### config.mk
export PLATFORM = sky130hd
export DESIGN_NAME = bfa_ctrl
export DESIGN_NICKNAME = d
export VERILOG_FILES = /design/src/bfa_pkg.sv /design/src/bfa_ctrl.sv
export SDC_FILE = /design/constraint.sdc
export NUM_CORES = 1
export LEC_CHECK = 0
export BUFFER_PORTS_ARGS = -buffer_cell sky130_fd_sc_hd__buf_2
export CAP_MARGIN = 10
export CORE_AREA = 2 2 39 41
export CTS_CLUSTER_DIAMETER = 150
export CTS_CLUSTER_SIZE = 24
export DETAILED_ROUTE_END_ITERATION = 10
export DIE_AREA = 0 0 41 43
export PLACE_DENSITY_LB_ADDON = 0.15
export SYNTH_ARGS = -nofsm -noshare
export SYNTH_HDL_FRONTEND = slang
export SYNTH_SLANG_ARGS = --single-unit
### constraint.sdc
create_clock -name aclk -period 1 [get_ports aclk]
set_clock_uncertainty 0.05 [all_clocks]
set_input_delay 0.05 -clock aclk [delete_from_list [all_inputs] [get_ports aclk]]
set_output_delay 0.05 -clock aclk [all_outputs]
set_load 0.03 [all_outputs]
### src/bfa_pkg.sv
`default_nettype none

package bfa_pkg;

    // Field widths fixed by the stream payload
    localparam int MODE_W  = 3;
    localparam int INDEX_W = 11;
    localparam int FRAME_W = 10;
    localparam int COUNT_W = 11;
    localparam int REF_W   = 8;
    localparam int CFG_W   = 11;

    // Bitmap word geometry
    localparam int WORD_W     = 32;
    localparam int WORD_SEL_W = 5;

    localparam logic [REF_W-1:0] REF_MAX = 8'hFF;

    // Configuration register indexes and reset values
    localparam logic [0:0] CFG_LOW_END    = 1'b0;
    localparam logic [0:0] CFG_HIGH_START = 1'b1;
    localparam logic [CFG_W-1:0] LOW_END_RST    = 11'd304;
    localparam logic [CFG_W-1:0] HIGH_START_RST = 11'd768;

    typedef enum logic [MODE_W-1:0] {
        MODE_INIT    = 3'd0,
        MODE_ALLOC   = 3'd1,
        MODE_FREE    = 3'd2,
        MODE_COUNT   = 3'd3,
        MODE_REF_INC = 3'd4,
        MODE_REF_DEC = 3'd5
    } mode_t;

    typedef enum logic [1:0] {
        STAT_OK       = 2'd0,
        STAT_NO_FREE  = 2'd1,
        STAT_RANGE    = 2'd2,
        STAT_RELEASED = 2'd3
    } status_t;

    typedef enum logic [2:0] {
        S_CLEAR      = 3'd0,
        S_IDLE       = 3'd1,
        S_SWEEP      = 3'd2,
        S_SCAN_START = 3'd3,
        S_SCAN       = 3'd4,
        S_READ       = 3'd5,
        S_EXEC       = 3'd6,
        S_DONE       = 3'd7
    } state_t;

    // Controller to datapath
    typedef struct packed {
        logic capture;
        logic sweep_step;
        logic sweep_mark;
        logic init_total;
        logic scan_step;
        logic alloc_chk;
        logic exec;
        logic load_out;
    } cmd_t;

    // Datapath to controller
    typedef struct packed {
        logic sweep_last;
        logic scan_hit;
        logic scan_last;
    } stat_t;

endpackage

`default_nettype wire

### src/bfa_ctrl.sv
`default_nettype none

module bfa_ctrl (
    input  wire logic           aclk,
    input  wire logic           aresetn,
    input  wire logic           s_tvalid,
    output logic                s_tready,
    input  wire bfa_pkg::mode_t in_mode,
    output logic                m_tvalid,
    input  wire logic           m_tready,
    output bfa_pkg::cmd_t       cmd,
    input  wire bfa_pkg::stat_t st
);

    bfa_pkg::state_t state_reg, state_next;
    logic            m_tvalid_reg, m_tvalid_next;

    // State and output valid registers; reset starts the clearing pass
    always_ff @(posedge aclk) begin
        if (!aresetn) begin
            state_reg    <= bfa_pkg::S_CLEAR;
            m_tvalid_reg <= 1'b0;
        end else begin
            state_reg    <= state_next;
            m_tvalid_reg <= m_tvalid_next;
        end
    end

    // Next state and commands
    always_comb begin
        state_next = state_reg;
        cmd        = '0;
        s_tready   = 1'b0;
        unique case (state_reg)
            bfa_pkg::S_CLEAR: begin
                cmd.sweep_step = 1'b1;
                if (st.sweep_last) begin
                    state_next = bfa_pkg::S_IDLE;
                end
            end
            bfa_pkg::S_IDLE: begin
                s_tready = 1'b1;
                if (s_tvalid) begin
                    cmd.capture = 1'b1;
                    unique case (in_mode)
                        bfa_pkg::MODE_INIT:    state_next = bfa_pkg::S_SWEEP;
                        bfa_pkg::MODE_ALLOC:   state_next = bfa_pkg::S_SCAN_START;
                        bfa_pkg::MODE_FREE,
                        bfa_pkg::MODE_REF_INC,
                        bfa_pkg::MODE_REF_DEC: state_next = bfa_pkg::S_READ;
                        default:               state_next = bfa_pkg::S_DONE;
                    endcase
                end
            end
            bfa_pkg::S_SWEEP: begin
                cmd.sweep_step = 1'b1;
                cmd.sweep_mark = 1'b1;
                if (st.sweep_last) begin
                    cmd.init_total = 1'b1;
                    state_next     = bfa_pkg::S_DONE;
                end
            end
            bfa_pkg::S_SCAN_START: begin
                cmd.scan_step = 1'b1;
                state_next    = bfa_pkg::S_SCAN;
            end
            bfa_pkg::S_SCAN: begin
                cmd.scan_step = 1'b1;
                cmd.alloc_chk = 1'b1;
                if (st.scan_hit || st.scan_last) begin
                    state_next = bfa_pkg::S_DONE;
                end
            end
            bfa_pkg::S_READ: begin
                state_next = bfa_pkg::S_EXEC;
            end
            bfa_pkg::S_EXEC: begin
                cmd.exec   = 1'b1;
                state_next = bfa_pkg::S_DONE;
            end
            bfa_pkg::S_DONE: begin
                if (!m_tvalid_reg || m_tready) begin
                    cmd.load_out = 1'b1;
                    state_next   = bfa_pkg::S_IDLE;
                end
            end
            default: begin
                state_next = bfa_pkg::S_IDLE;
            end
        endcase
    end

    // Hold the result until the transfer completes
    always_comb begin
        if (cmd.load_out) begin
            m_tvalid_next = 1'b1;
        end else if (m_tready) begin
            m_tvalid_next = 1'b0;
        end else begin
            m_tvalid_next = m_tvalid_reg;
        end
    end

    assign m_tvalid = m_tvalid_reg;

    a_one_item: assert property (@(posedge aclk) disable iff (!aresetn)
        s_tvalid && s_tready |=> !s_tready)
        else $error("input taken while a request is in progress");

    a_out_slot_free: assert property (@(posedge aclk) disable iff (!aresetn)
        cmd.load_out |-> (!m_tvalid_reg || m_tready))
        else $error("result overwritten before transfer");

    a_clear_after_reset: assert property (@(posedge aclk)
        $rose(aresetn) |-> !s_tready)
        else $error("input accepted before clearing pass");

endmodule

`default_nettype wire

---- After elaboration in Yosys (flattened, before gate mapping) ----
Index checks and enable logic that the tools add are counted.
operators by class
  muxes and demuxes ....................... 20
  reductions and logical operators ........ 10
  eq/ne operators ......................... 16
operators by type and width
  cell                                                                   count
  3-bit one-hot mux with 8 select lines                                  1
  3-bit equality test, second input constant                             6
  3-bit two-way mux                                                      5
  1-bit two-way mux                                                      12
  2-bit inequality test, second input constant                           5
  3-bit by 2-bit equality test with 1-bit output, second input constant  3
  3-bit one-hot mux with 3 select lines                                  1
  3-bit by 1-bit equality test with 1-bit output, second input constant  2
  3-bit zero test                                                        2
  5-bit AND reduction                                                    1
  2-bit OR reduction                                                     2
  3-bit OR reduction                                                     1
  1-bit logical OR                                                       2
  2-bit two-way mux                                                      1
  2-bit nonzero test                                                     1
  1-bit zero test                                                        1
word-level totals
  logic and storage cells ................. 48
  output and inout port bits .............. 10
  input bits .............................. 10
  bits in registers ....................... 4

---- Logic depth before layout (Yosys ltp) ----
Gate-level depths: netlist (run 1).
  word-level depth ........................ 5
  depth in mapped cells ................... 4
  mapped depth without buffers ............ 3

---- Least setup slack after synthesis (run 1) ----
Ideal clock, no wire load.
  kind .................................... register to output
  from .................................... register state_reg[2]
  to ...................................... output cmd[4] (netlist bit)
  path buffers ............................ 1
  required time ........................... 0.900 ns
  stages on the path, launching flop included .. 4
  data arrival time ....................... 1.351 ns
  path slack .............................. -0.451 ns
  path through ............................ dfxtp_1 -> buf_4 -> nor2_1 -> and3_1
RTL lines
  element                 RTL line        source
  from (decl)             bfa_ctrl.sv:15  bfa_pkg::state_t state_reg, state_next;
  from (signal assigned)  bfa_ctrl.sv:21  state_reg <= bfa_pkg::S_CLEAR;
  from (signal assigned)  bfa_ctrl.sv:24  state_reg <= state_next;
  to (decl)               bfa_ctrl.sv:11  output bfa_pkg::cmd_t cmd,

---- Worst setup path in the final report (run 1) ----
  from .................................... register state_reg[2]
  to ...................................... register state_reg[1]
on the way
  longest elaborated chain between the ends .. 3
  elaborated cells between the ends (all ways) .. 15
  those cells by class .................... eq/ne: 12; mux: 1; reduce/logical: 2
RTL lines
  element                                      RTL line        source
  3-bit equality test (tied with other cells)  bfa_ctrl.sv:34  unique case (state_reg)
  2-bit inequality test (no line)              -
  5-bit AND reduction (no line)                -
Several ways; a longest one is shown, not always the timed one.
A chain may end at the register's enable or synchronous reset.

==> results of run 1 <==
layout make-up:
type / instances / area [sq um] / share of cell area, %
multi-input cells: 35 / 330 / 40.9
well taps: 16 / 20.0 / 2.48
flip-flops and latches: 4 / 92.6 / 11.5
inverters: 1 / 3.75 / 0.464
clock buffers: 3 / 22.5 / 2.79
repair buffers: 38 / 339 / 42.0
kinds of logic (layout without fill, tap and decap cells):
logic type	Yosys count	in the layout	synth area share, %
compound gates	13	13	27.6
buf+inv	5	42	10.8
flops	4	4	22.9
simple gates	22	22	38.7
metal layers:
layer | vias up | global-route usage, %
met5 | - | 0
met4 | 0 | 8.00
met3 | 0 | 1.57
met2 | 9 | 20.9
met1 | 232 | 16.3
li1 | 240 | -
final timing paths:
check / start / to / slack, ps / cells after the start
min: aresetn / state_reg[0] / 70 / 2
min reg2reg: m_tvalid / m_tvalid / 520 / 2
max reg2reg: state_reg[2] / state_reg[1] / -270 / 5
max: state_reg[2] / state_reg[1] / -270 / 5
synthesized netlist by cell type, drive strengths merged:
| cell | count | area, sq um |
|---|---|---|
| buf | 4 | 33.8 |
| dfxtp | 4 | 80.1 |
| nor2 | 4 | 15.0 |
| a21oi | 3 | 15.0 |
| nor3b | 3 | 27.5 |
| nand2 | 2 | 7.51 |
| nand2b | 2 | 12.5 |
| nand3b | 2 | 15.0 |
| nor2b | 2 | 12.5 |
| nor3 | 2 | 10.0 |
| o21ai | 2 | 10.0 |
| a2bb2oi | 1 | 8.76 |
| a32oi | 1 | 8.76 |
| and2 | 1 | 6.26 |
| and3 | 1 | 6.26 |
| inv | 1 | 3.75 |
| nand3 | 1 | 10.0 |
| nand4 | 1 | 6.26 |
| o2111a | 1 | 11.3 |
| o21a | 1 | 7.51 |
| o21ba | 1 | 10.0 |
| o22ai | 1 | 6.26 |
| o311a | 1 | 10.0 |
| o311ai | 1 | 8.76 |
| or2 | 1 | 6.26 |
power by group through the flow:
stage | Clock (mW) | Sequential (mW) | Combinational, mW
detailed placement | 0 | 0.279 | 0.553
finish | 0.201 | 0.271 | 0.936
CTS | 0.208 | 0.280 | 0.720
global placement | 0 | 0.277 | 0.550
global route | 0.214 | 0.273 | 0.989
floorplan | 0 | 0.235 | 0.442
critical path: stages, from the launching register on:
cell                      delay, ps
sky130_fd_sc_hd__dfxtp_4        360
sky130_fd_sc_hd__nor3b_4        160
sky130_fd_sc_hd__buf_4          130
sky130_fd_sc_hd__buf_4          130
sky130_fd_sc_hd__a32oi_2        180
sky130_fd_sc_hd__o311a_1        200
metrics by stage:
step / utilization [%] / instance area [sq um] / worst slack [ps] / std cells / hold WS, ps
6_report: 58.4 / 808 / -272 / 97 / 65.2
4_1_cts: 49.2 / 681 / -245 / 88 / 42.9
3_5_place_dp: 39.1 / 541 / -94.5 / 80 / 283
3_3_place_gp: 39.1 / 541 / -77.3 / 80 / 285
2_1_floorplan: - / 409 / -125 / 44 / 124
5_1_grt: 58.4 / 808 / -318 / 97 / 67.9
placed cells by master, fill, tap and decap left out, types with 2 or more instances in the layout:
master                     synthesis  layout
sky130_fd_sc_hd__clkbuf_4          0       3
sky130_fd_sc_hd__nor2b_1           2       2
sky130_fd_sc_hd__dfxtp_4           0       3
sky130_fd_sc_hd__nand2_1           2       2
sky130_fd_sc_hd__buf_6             1      13
sky130_fd_sc_hd__nand3b_1          2       2
sky130_fd_sc_hd__buf_4             3      13
sky130_fd_sc_hd__a21oi_1           3       2
sky130_fd_sc_hd__buf_2             0      10
sky130_fd_sc_hd__nor3b_4           0       2
sky130_fd_sc_hd__nor2_4            0       3
repair_timing:
item                       in CTS  in global routing
pin swaps                       1                  6
cloned                          0                  1
setup endpoints to repair      13                 13
setup buffers                   5                  9
gates resized for setup        25                 14
==> flow_results.org, run 1 <==
** Floorplanning
- Area of the core :: 1380 sq um
- After floorplanning, the core was divided into 14 placement rows.
- 20 I/O pins were placed.
- The die covers 1760 sq um.
- The floorplan step set the die height to between 40 and 50 um.
- Chip width :: 41 um
- Once the floorplan was initialized, standard cells occupied 25.2% of the core.

** Global routing
- Vias in the first global route :: 420
- The first global-routing pass estimated 1.61 mm of wire.
- Antenna violations before repair :: 0
- Pin count of the biggest net entering global routing :: 11
- Global-route congestion overflow total :: 0
- For this run, the total global-route usage over all layers was measured as 13.3%.

** Power and ir drop
- Overall power consumption after layout is estimated at 1.41 mW.
- Logic pwr share :: roughly 66%
- The worst-case IR drop observed on VDD is 0.000831 V.
- Of the total power, registers draw 19.3%.
- Total power per unit cell area :: 1740 nW/um^2
- P_int :: 0.865 mW
- The analysis attributes to net switching a power of around 0.54 mW.
- The clock network accounts for 14.3% of the total power.
- In this run the static leakage power is 0.348 nW.
- Of the total power, the share spent switching nets is 38.6%.

** Clocking
- H-Tree Depth :: 1
- After clock tree synthesis, the clock-pin slew on the worst setup and hold paths is 40 ps.
- For this design, the CTS-stage hold fixing added 0 buffers.
- Clk Latency, worst-skew pair :: 240 ps
- Clock tree from TritonCTS :: built
- The tree built by TritonCTS fans out to 4 sinks.
- The tree is rooted in a sky130_fd_sc_hd__clkbuf_4.
- Buffers inserted during clock tree synthesis total 3.
- In this run the deepest clock path goes through 2 buffers.

** STA
- Tightest Pin Transition :: between 200 and 300 ps
- Max-slew violations :: 0
- After layout, the worst setup slack is -272 ps.
- The smallest clock period supported by the final layout is computed as 1270 ps.
- Setup-violating endpoint count in the final report :: 12
- RSZ-0062 raised after global routing :: yes
- Fmax :: 0.786 GHz
- Of the available clock period, the critical path in the final layout requires 127%.
- The worst pin sits at a relative slew slack of 80.2%.
- Setup_tns :: -2460 ps
- The number of hold-slack violations in the final timing report came to 0.

** Critical path
- Critical path peak fanout :: 4
- Worst Setup Start Kind :: register
- Sort of element at the end of the critical path :: register
- The critical path is of the reg -> reg type.
- For the worst setup path, the data required time is 1120 ps.
- Data arrives at the worst endpoint at 1390 ps.

** Synthesis
- In the synthesized netlist, the number of instances is 44.
- Sequential cell area fraction in the yosys report :: 22.9%
- Netlist cell types :: 27
- Count of synthesis-stage warnings from yosys :: 0
- Avg Cell Area, Syn :: 7.93 sq um
- Post-synthesis net count :: 54
- Cell area after technology mapping :: 349 sq um
- Flops & latches, synth :: 4

** Layout
- Share of final-layout standard cells stronger than drive strength 1 :: 74.1%
- Area delta synth->final :: 132%
- 0 antenna diodes ended up in the layout.
- The register with the most flip-flops in the layout has 3 of them.
- Fill cells in the final layout number 125.
- The net count of the finished layout is 93.

** Outcome
- The run finished, with violations left.
- The final reports fail on setup timing.

** Place
- Port Buf Inserts :: 19
- After legalization and detailed placement, the total HPWL measured 706 um.
- Final RePlAce weighted congestion :: 0.702

** Flow run
- Max-cap violations in this run came to 0.

** Detailed routing
- The first detailed-routing pass took 4 iterations.
- WL met1 :: ~470 um
- Number of remaining DRC errors :: 0
- Number of DRC markers in iteration 0 :: 3
- Wires add up to ~1.2 mm.
- Using the TritonRoute via totals, the vias-per-cell ratio works out to approximately 5.
- Average routed wire per standard cell :: 12.8 um
- The count of nets left with antenna violations once routing finished came out at 0.
- Detailed routing placed a total of ~740 um of wire on met2.
- Wire segments on met3 add up to 23 um in the final route.
- The routed layout has 481 vias.
- Top Layer Used :: met3

** Min path
- Worst min-delay path class :: in -> reg
Note: power is estimated with default switching activity, not from simulation.
==> inputs of run 2 (changes only) <==
Clock period 1 ns to 1.5 ns, I/O delays scaled along.
==> run 2 against run 1 <==
  * The flow now finishes without violations
  * Largest cell class is now multi-input combinational cells
  * Worst setup slack gained 410 ps
  * Clock power shrank 34%
  * Highest routed layer unchanged
  * First-iteration DRC count grew 33%
  * Final cell count shrank 19%
==> flow_results.org, run 2 (synthesis gave the netlist of run 1 again) <==
** Detailed routing
- The routed design has 831 um of wire.
- In the routed design, unresolved DRC markers number 0.
- Dividing the detail-routed wire length by the instance count gives 10.5 um.
- For this block, the initial DRC count from the detailed router was 4.
- Antenna violation net count after detailed routing :: 0
- The first detailed-routing pass took 2 iterations.
- Routed via count divided by cell count :: 4.85
- The routed layout has roughly 380 vias.

** Layout
- Most common library cell in the layout ignoring fill and taps :: sky130_fd_sc_hd__buf_2
- Final cell utilization of the core :: 34.0%
- The top cell types in the final layout, fill and taps aside, are 19 x sky130_fd_sc_hd__buf_2, 4 x sky130_fd_sc_hd__nor2_1, 3 x sky130_fd_sc_hd__a21oi_1, 3 x sky130_fd_sc_hd__clkbuf_4, 3 x sky130_fd_sc_hd__dfxtp_2.
- Antenna diode instance count :: 0
- The register with the most flip-flops in the layout has 3 of them.
- At the end of the flow, the number of nets in the layout was 75.
- Area delta synth->final :: 34.8%
- Share of final-layout standard cells stronger than drive strength 1 :: 46.0%
- With fillers left out, the area of the finished cells amounts to about 470 sq um.

** Floorplanning
- Area of the core :: 1380 sq um
- Num rows :: 14
- The initial utilization of the core area, before any placement, comes to 25.2%.
- The die is between 40 and 50 um wide.
- The die covers 1760 sq um.
- 20 I/O pins were placed.
- Die Ht :: approximately 43 um

** STA
- For the pin with the worst max-slew slack, the measured transition is 279 ps.
- Max-slew violations :: 0
- Final setup margin :: roughly 140 ps
- Setup_tns :: 0 ps
- RSZ-0062 raised after global routing :: no
- Setup violations remaining at the end of the flow were counted as 0.
- In this run the tightest slew margin relative to its limit is about four fifths.
- Timing would allow up to roughly 0.74 GHz.
- After layout, the worst path uses 90.6% of the clock period.
- Final Hold Vio Count :: 0
- The routed design could run at a clock period as short as 1360 ps.

** Outcome
- Run status :: completed

** Min path
- Worst min-delay path startpoint :: aresetn
- The min-delay analysis places its worst path in the category in -> reg.

** Clocking
- For the worst-skew pair, the clock arrives at the later sink with an insertion delay of 230 ps.
- H-Tree Depth :: 1
- For this design, the sink count on the clock tree is 4.
- Root Buffer :: sky130_fd_sc_hd__clkbuf_4
- Clock Pin Slew Worst Setup and Hold Paths :: 40 ps
- After clock tree synthesis, the flow added hold-fix buffers numbering 0.
- The longest clock path from root to sink contains 2 buffers.
- TritonCTS built the clock tree.
- Clock tree synthesis inserted a total of 3 buffers.

** Critical path
- Sort of element at the end of the critical path :: output port
- STA classifies the critical path startpoint as a register.
- Along the worst path, the maximum fanout reaches 7.
- In this run the critical register-to-register path is launched from state_reg[0].
- For the worst setup path, the data arrival time is 1230 ps.
- The worst setup path is of the reg -> out kind.
- For the worst setup path, the data required time is 1370 ps.
- Timing startpoint of the critical path :: state_reg[2]

** Global routing
- Combined global-route utilization of all metal layers :: 11.9%
- The via count of the first global-routing pass came to 330.
- Global-route congestion overflow total :: 0
- Global-route wire length before repair :: between 1 and 1.5 mm
- Entering global routing, the biggest net connects 15 pins.
- Antenna violations before repair :: 0

** Flow run
- Max-cap violations in this run came to 0.

** Place
- Routability-driven placement finished with a final weighted congestion of 0.671.
- Cell Area, Placed :: about 440 sq um
- Port Buf Inserts :: 19
- Half-perimeter wire length after detailed placement :: roughly 640 um
- Pre-CTS setup slack :: 263 ps

** Power and ir drop
- Static leakage :: roughly 0.22 nW
- Dividing total power by cell area gives a power density of 1240 nW/um^2.
- Worst vdd ir :: 0.000503 V
run 2: changes by cell type in the layout (fill, tap and decap cells not counted), sizes merged:
cell / delta
buf: -17
clkbuf: -1
run 2: final cells by class:
| type | instances | area (sq um) |
|---|---|---|
| multi-input combinational | 35 | 238 |
| sequential | 4 | 83.8 |
| inverter | 1 | 3.75 |
| timing repair buffer | 20 | 103 |
| clock buffer | 3 | 22.5 |
| tap | 16 | 20.0 |
| fill | 159 | 913 |
run 2: metrics by stage:
stage / total power, mW / hold WS, ps / std cells
after floorplan: 0.382 / 156 / 44
after global placement: 0.439 / 308 / 76
after detailed placement: 0.441 / 312 / 76
after CTS: 0.583 / 52.6 / 79
after global routing: 0.635 / 70.5 / 79
final: 0.584 / 59.5 / 79
run 2: critical path, cell delays in order, from the launching register on:
cell	delay, ps
sky130_fd_sc_hd__dfxtp_2	340
sky130_fd_sc_hd__buf_4	170
sky130_fd_sc_hd__nor2_1	140
sky130_fd_sc_hd__and3_1	170
sky130_fd_sc_hd__buf_2	190
run 2: final timing paths:
path / to / slack [ps] / depth (start not counted)
setup / recovery: cmd[4] / 140 / 4
hold / removal: state_reg[1] / 60 / 2
setup reg to reg: state_reg[2] / 390 / 3
hold reg to reg: m_tvalid / 480 / 2
run 2: per-layer routing:
metal	share of wire (%)	GRT usage, %	up-vias
met5	0	0	-
met4	0	8.00	0
met3	5.9	1.57	0
met2	46	15.0	10
met1	48	17.7	173
li1	-	-	200
run 2: power breakdown:
part	leakage [nW]	total [mW]	switching (mW)	internal (mW)
registers	0.0339	0.189	0.0589	0.130
clock network	0.0138	0.133	0.0434	0.0895
logic	0.172	0.263	0.155	0.108
run 2: what timing repair did:
action	4_1_cts	5_1_grt
setup buffers	0	0
setup endpoints to repair	1	5
pin swaps	0	0
resized for setup	1	3
